$ cat src/rtl/htd_pkg.sv
`timescale 1ns / 1ps
`default_nettype none

package htd_pkg;

  localparam int TOTAL_W   = 31;
  localparam int OUT_SYM_W = 8;
  localparam int OP_W      = 2;
  localparam int ERR_W     = 2;

  localparam logic [OP_W-1:0] OP_CODE   = 2'd0;
  localparam logic [OP_W-1:0] OP_END    = 2'd1;
  localparam logic [OP_W-1:0] OP_STREAM = 2'd2;

  localparam logic [ERR_W-1:0] ERR_NONE = 2'd0;
  localparam logic [ERR_W-1:0] ERR_MISS = 2'd1;
  localparam logic [ERR_W-1:0] ERR_FULL = 2'd2;

  typedef enum logic [2:0] {
    ST_IDLE,
    ST_RD1,
    ST_RD2,
    ST_LINK,
    ST_PUSH
  } state_t;

  typedef enum logic [1:0] {
    RES_FULL,
    RES_MISS,
    RES_SYM
  } res_kind_t;

  typedef struct packed {
    logic      capture;
    logic      rd_next;
    logic      bld_step;
    logic      bld_home;
    logic      alloc_clear;
    logic      alloc_link;
    logic      set_sym;
    logic      dec_step;
    logic      dec_home;
    logic      count_down;
    logic      res_load;
    res_kind_t res_kind;
    logic      out_load;
  } cmd_t;

  typedef struct packed {
    logic [OP_W-1:0] op;
    logic            child_zero;
    logic            store_full;
    logic            is_leaf;
    logic            sl_zero;
    logic            out_free;
  } sts_t;

endpackage

`default_nettype wire

$ cat src/rtl/htd_ctrl.sv
`timescale 1ns / 1ps
`default_nettype none

module htd_ctrl
  import htd_pkg::*;
(
  input  wire logic            clk,
  input  wire logic            rst_n,
  input  wire logic            in_valid,
  input  wire logic [OP_W-1:0] in_op,
  output logic                 in_stall,
  input  wire sts_t            sts,
  output cmd_t                 cmd
);

  state_t state_r;
  state_t state_nxt;
  logic   take;

  assign take = in_valid &&
                ((in_op == OP_CODE) || (in_op == OP_END) ||
                 ((in_op == OP_STREAM) && !sts.sl_zero));

  always_ff @(posedge clk) begin
    if (!rst_n) begin
      state_r <= ST_IDLE;
    end else begin
      state_r <= state_nxt;
    end
  end

  always_comb begin
    state_nxt = state_r;
    unique case (state_r)
      ST_IDLE: begin
        if (take) begin
          state_nxt = ST_RD1;
        end
      end
      ST_RD1: begin
        unique case (sts.op)
          OP_CODE: begin
            if (!sts.child_zero) begin
              state_nxt = ST_IDLE;
            end else if (sts.store_full) begin
              state_nxt = ST_PUSH;
            end else begin
              state_nxt = ST_LINK;
            end
          end
          OP_STREAM: begin
            state_nxt = sts.child_zero ? ST_PUSH : ST_RD2;
          end
          default: begin
            state_nxt = ST_IDLE;
          end
        endcase
      end
      ST_RD2: begin
        state_nxt = sts.is_leaf ? ST_PUSH : ST_IDLE;
      end
      ST_LINK: begin
        state_nxt = ST_IDLE;
      end
      ST_PUSH: begin
        if (sts.out_free) begin
          state_nxt = ST_IDLE;
        end
      end
      default: begin
        state_nxt = ST_IDLE;
      end
    endcase
  end

  always_comb begin
    cmd      = '0;
    in_stall = 1'b1;
    unique case (state_r)
      ST_IDLE: begin
        in_stall    = 1'b0;
        cmd.capture = take;
      end
      ST_RD1: begin
        unique case (sts.op)
          OP_CODE: begin
            if (!sts.child_zero) begin
              cmd.bld_step = 1'b1;
            end else if (sts.store_full) begin
              cmd.bld_home = 1'b1;
              cmd.res_load = 1'b1;
              cmd.res_kind = RES_FULL;
            end else begin
              cmd.alloc_clear = 1'b1;
            end
          end
          OP_END: begin
            cmd.set_sym  = 1'b1;
            cmd.bld_home = 1'b1;
          end
          OP_STREAM: begin
            if (sts.child_zero) begin
              cmd.dec_home = 1'b1;
              cmd.res_load = 1'b1;
              cmd.res_kind = RES_MISS;
            end else begin
              cmd.rd_next = 1'b1;
            end
          end
          default: begin
          end
        endcase
      end
      ST_RD2: begin
        if (sts.is_leaf) begin
          cmd.dec_home   = 1'b1;
          cmd.count_down = 1'b1;
          cmd.res_load   = 1'b1;
          cmd.res_kind   = RES_SYM;
        end else begin
          cmd.dec_step = 1'b1;
        end
      end
      ST_LINK: begin
        cmd.alloc_link = 1'b1;
      end
      ST_PUSH: begin
        cmd.out_load = sts.out_free;
      end
      default: begin
      end
    endcase
  end

endmodule

`default_nettype wire

$ cat config.mk
export PLATFORM = sky130hd
export DESIGN_NAME = htd_ctrl
export DESIGN_NICKNAME = d
export VERILOG_FILES = /design/src/rtl/htd_pkg.sv /design/src/rtl/htd_ctrl.sv
export SDC_FILE = /design/constraint.sdc
export NUM_CORES = 1
export LEC_CHECK = 0
export BUFFER_PORTS_ARGS = -buffer_cell sky130_fd_sc_hd__buf_2
export CORE_AREA = 2 2 39 41
export DETAILED_ROUTE_END_ITERATION = 7
export DIE_AREA = 0 0 41 43
export GPL_TIMING_DRIVEN = 1
export SLEW_MARGIN = 20
export SYNTH_ARGS = -nofsm -noshare
export SYNTH_HDL_FRONTEND = slang
export SYNTH_SLANG_ARGS = --single-unit
$ cat constraint.sdc
create_clock -name clk -period 3.1 [get_ports clk]
set_clock_uncertainty 0.2 [all_clocks]
set_input_delay 0.31 -clock clk [delete_from_list [all_inputs] [get_ports clk]]
set_output_delay 0.31 -clock clk [all_outputs]
set_load 0.02 [all_outputs]
After elaboration in Yosys (flattened, before gate mapping)

Cells that the tools add are included.

Register bits: 3
Input bits: 12
Output and inout port bits: 15
Word-level logic and storage cells: 55

Equal/unequal tests: 10
Multiplexer cells: 35
Reductions and logical operators: 9

Operator list:

| kind                 | number |
|---|---|
| $mux W3              | 9 |
| $pmux W3 S2          | 3 |
| $mux W1              | 17 |
| $pmux W3 S4          | 1 |
| $eq A3 B2 Y1 const B | 2 |
| $mux W5              | 1 |
| $eq A2 B1 Y1 const B | 2 |
| $eq A2 B2 Y1 const B | 2 |
| $logic_not A2 Y1     | 2 |
| $mux W4              | 1 |
| $ne A2 B2 Y1 const B | 2 |
| $pmux W1 S2          | 2 |
| $eq A3 B1 Y1 const B | 1 |
| $eq A3 B3 Y1 const B | 1 |
| $logic_not A3 Y1     | 1 |
| $logic_and A1 B1 Y1  | 2 |
| $logic_or A1 B1 Y1   | 2 |
| $mux W2              | 1 |
| $reduce_and A2 Y1    | 1 |
| $logic_not A1 Y1     | 1 |

Longest topological paths before layout

Depth after elaboration: 6
Mapped depth: 5
Gate-level depth less buffers: 3

Least setup slack after synthesis

No wires, ideal clock.

Kind: flip-flop to output port
From: reg state_r[2]
To: out cmd[5] (netlist name)
Arrival time: 1327 ps
Path slack: 1263 ps
Stages on the path, launching flop included: 5
Cells stage by stage: dfxtp_1 -> buf_6 -> nor4b_4 -> and3_1 -> nand2b_1

RTL lines:

| item                   | line           | text |
|---|---|---|
| from (decl)            | htd_ctrl.sv:16 | `state_t state_r;` |
| from (signal assigned) | htd_ctrl.sv:28 | `state_r <= state_nxt;` |
| to (decl)              | htd_ctrl.sv:13 | `output cmd_t cmd` |

==> out/qor.yml <==
outcome: "complete, no violations"
initial_core_util: 0.225
fin_crit_ns: 2.01
cp_slowest_stage_delay_ns: 0.41
power.density_mw_per_mm2: 313
worst_pin_slew_ns: 0.333
ys_warn_count: 0
nets: 82
grt-ovfl-total: 0
yosysSeqAreaShare: 0.193
syn_area_um2: 312
cts_root_buffer: "clkbuf_4"
ys_ff_latch: 3
top_regs: "state_r x3"
postLayoutCoreUtil: 0.339
fp-row-count: 14
start_kind: "flip-flop"
clock_latency_ns: 0.24
via_count: 386
synth_cells: 41
rsz0062_at_grt: "no"
drt-initial-drc-count: 6
clkSlewWorstSetupHoldPaths_ns: 0.04
rrSetupSlack_ns: 1.69
drv_cap: 0
crit_buf_inv: 1
worst_slack_ns: 1.09
tns_ns: 0
grt_pass1_wl_mm: 1.31
fmax_ghz: 0.497
cp.required_ns: 2.59
hold_viol: 0
dieArea_mm2: 0.00176
whs_path_depth: 3
antenna_found_initial: 0
netlist_top_cells_area: "dfxtp_1, nor4b_4, inv_1, nand2b_1, o32ai_2"
grt_max_degree: 9
whs_ns: 0.111
critical-path-top-delay-family: "simple AND/OR/NAND/NOR gates"
cp.depth: 4
r2r_cells: 3
final_cells: 85
place_area_um2: 443
coreArea_mm2: 0.00138
postLayoutCellArea_um2: 469
cts_tree: "done"
routed_wl_um: 808
place.port_buffers: 26
post_cts_buffers: 0
routed_via_density: 4.54
hold_class: "in -> reg"
fp.dieH_um: 43
crit_chain: "nor4b_4 -> and3_1 -> nand2b_1 -> buf_2"
grt_pass1_vias: 347
fillers: 163
relSlewSlack: 0.777
dp.cells: 81
cts_repair_resize_count: 0
cts_hold_buf: 0
synth_top_area_frac: 0.193
first_pass_iters: 2
drv_slew: 0
syn_nets: 53
ios: 27
crit_path_top_delay_cell: "nor4b_4"
die_w_um: 41
cp-end-kind: "output pin"
clk_path_buf_depth: 2
cts_buffers: 3
drtAntennaViolNets: 0
cp_max_fo: 8
setup_viol: 0
synth_area_leader_cell: "dfxtp_1"
grtUsageTotal: 0.113
place_ws_ns: 1.33
area_growth_pct: 50.6
fin_crit_sh: 0.649
clock_sinks: 3
peakVddDrop_mv: 0.123
largest-register: "state_r"
p_leak_nw: 0.281
synth.distinct_cells: 24
dp_hpwl_um: 666
n_antenna_cell: 0
drc: 0
routabilityCongestion: 0.689
htreeDepth: 1
routed_wire_length_per_instance_um: 9.51
path_class: "reg -> out"
arrival_ns: 1.50
avgSynthCellArea_um2: 7.60
largest_reg_flops: 3
p_total_mw: 0.147
drive_gt1_frac: 0.478
[layout by cell type, fill, tap and decap left out, drive strengths merged, types with 3 or more instances in the layout]
master   n
dfxtp    3
inv      6
nand2    4
nor3b    3
buf     26
nand2b   3
clkbuf   4
[path summary, 6_finish.rpt]
path / to / startpoint
setup / recovery: cmd[5] / state_r[1]$_SDFFE_PN0P_
hold / removal: state_r[1]$_SDFFE_PN0P_ / rst_n
setup reg to reg: state_r[2]$_SDFFE_PN0P_ / state_r[1]$_SDFFE_PN0P_
hold reg to reg: state_r[2]$_SDFFE_PN0P_ / state_r[0]$_SDFFE_PN0P_
[cells in the mapped netlist]
master    n
o21ai_0   1
and3b_1   1
nor4b_4   1
and3_1    2
nor4b_1   1
buf_6     1
dfxtp_1   3
inv_1     6
nand3_1   2
a31oi_1   1
buf_4     1
nand2_1   3
nor2_1    2
nand2_2   1
o21ai_1   1
o32ai_2   1
mux2i_1   1
nor2b_1   1
nor4_1    1
a21oi_1   2
nor3b_1   2
nand2b_1  3
nor3b_2   1
nor3_1    2
[worst reg2reg max path, delay by kind of cell (launching register included)]
family,cells,cell delay [ns]
and+or+nand+nor,2,0.52
DFF,1,0.37
AOI/OAI and AO/OA,1,0.24
[where the power goes]
| group | internal [mW] | leakage (nW) | switching (mW) |
|---|---|---|---|
| logic | 0.0139 | 0.242 | 0.0179 |
| clock network | 0.0485 | 0.0150 | 0.0245 |
| registers | 0.0399 | 0.0244 | 0.00215 |
[area by class of cell]
type	instances	area, µm²	area share
Inverter	6	22.5	0.0480
Tap cell	16	20.0	0.0427
Sequential cell	3	60.1	0.128
Timing Repair Buffer	26	130	0.277
Multi-Input combinational cell	30	210	0.448
Clock buffer	4	26.3	0.0560
[cell families (layout without fill, tap and decap cells)]
logic type,after synthesis,after routing,share of synthesized area
multiplexers,1,1,0.0321
AND/OR/NAND/NOR,23,23,0.506
AO/OA/AOI/OAI,6,6,0.137
flip-flops,3,3,0.193
buffers and inverters,8,36,0.133
[metal layers]
layer | vias up | wire length (µm) | track usage
met2 | 16 | 388 | 0.159
met5 | - | 0 | 0
met4 | 0 | 23 | 0.100
li1 | 198 | - | -
met3 | 3 | 66 | 0.0314
met1 | 169 | 329 | 0.131
Power figures use the tool's default switching activity.
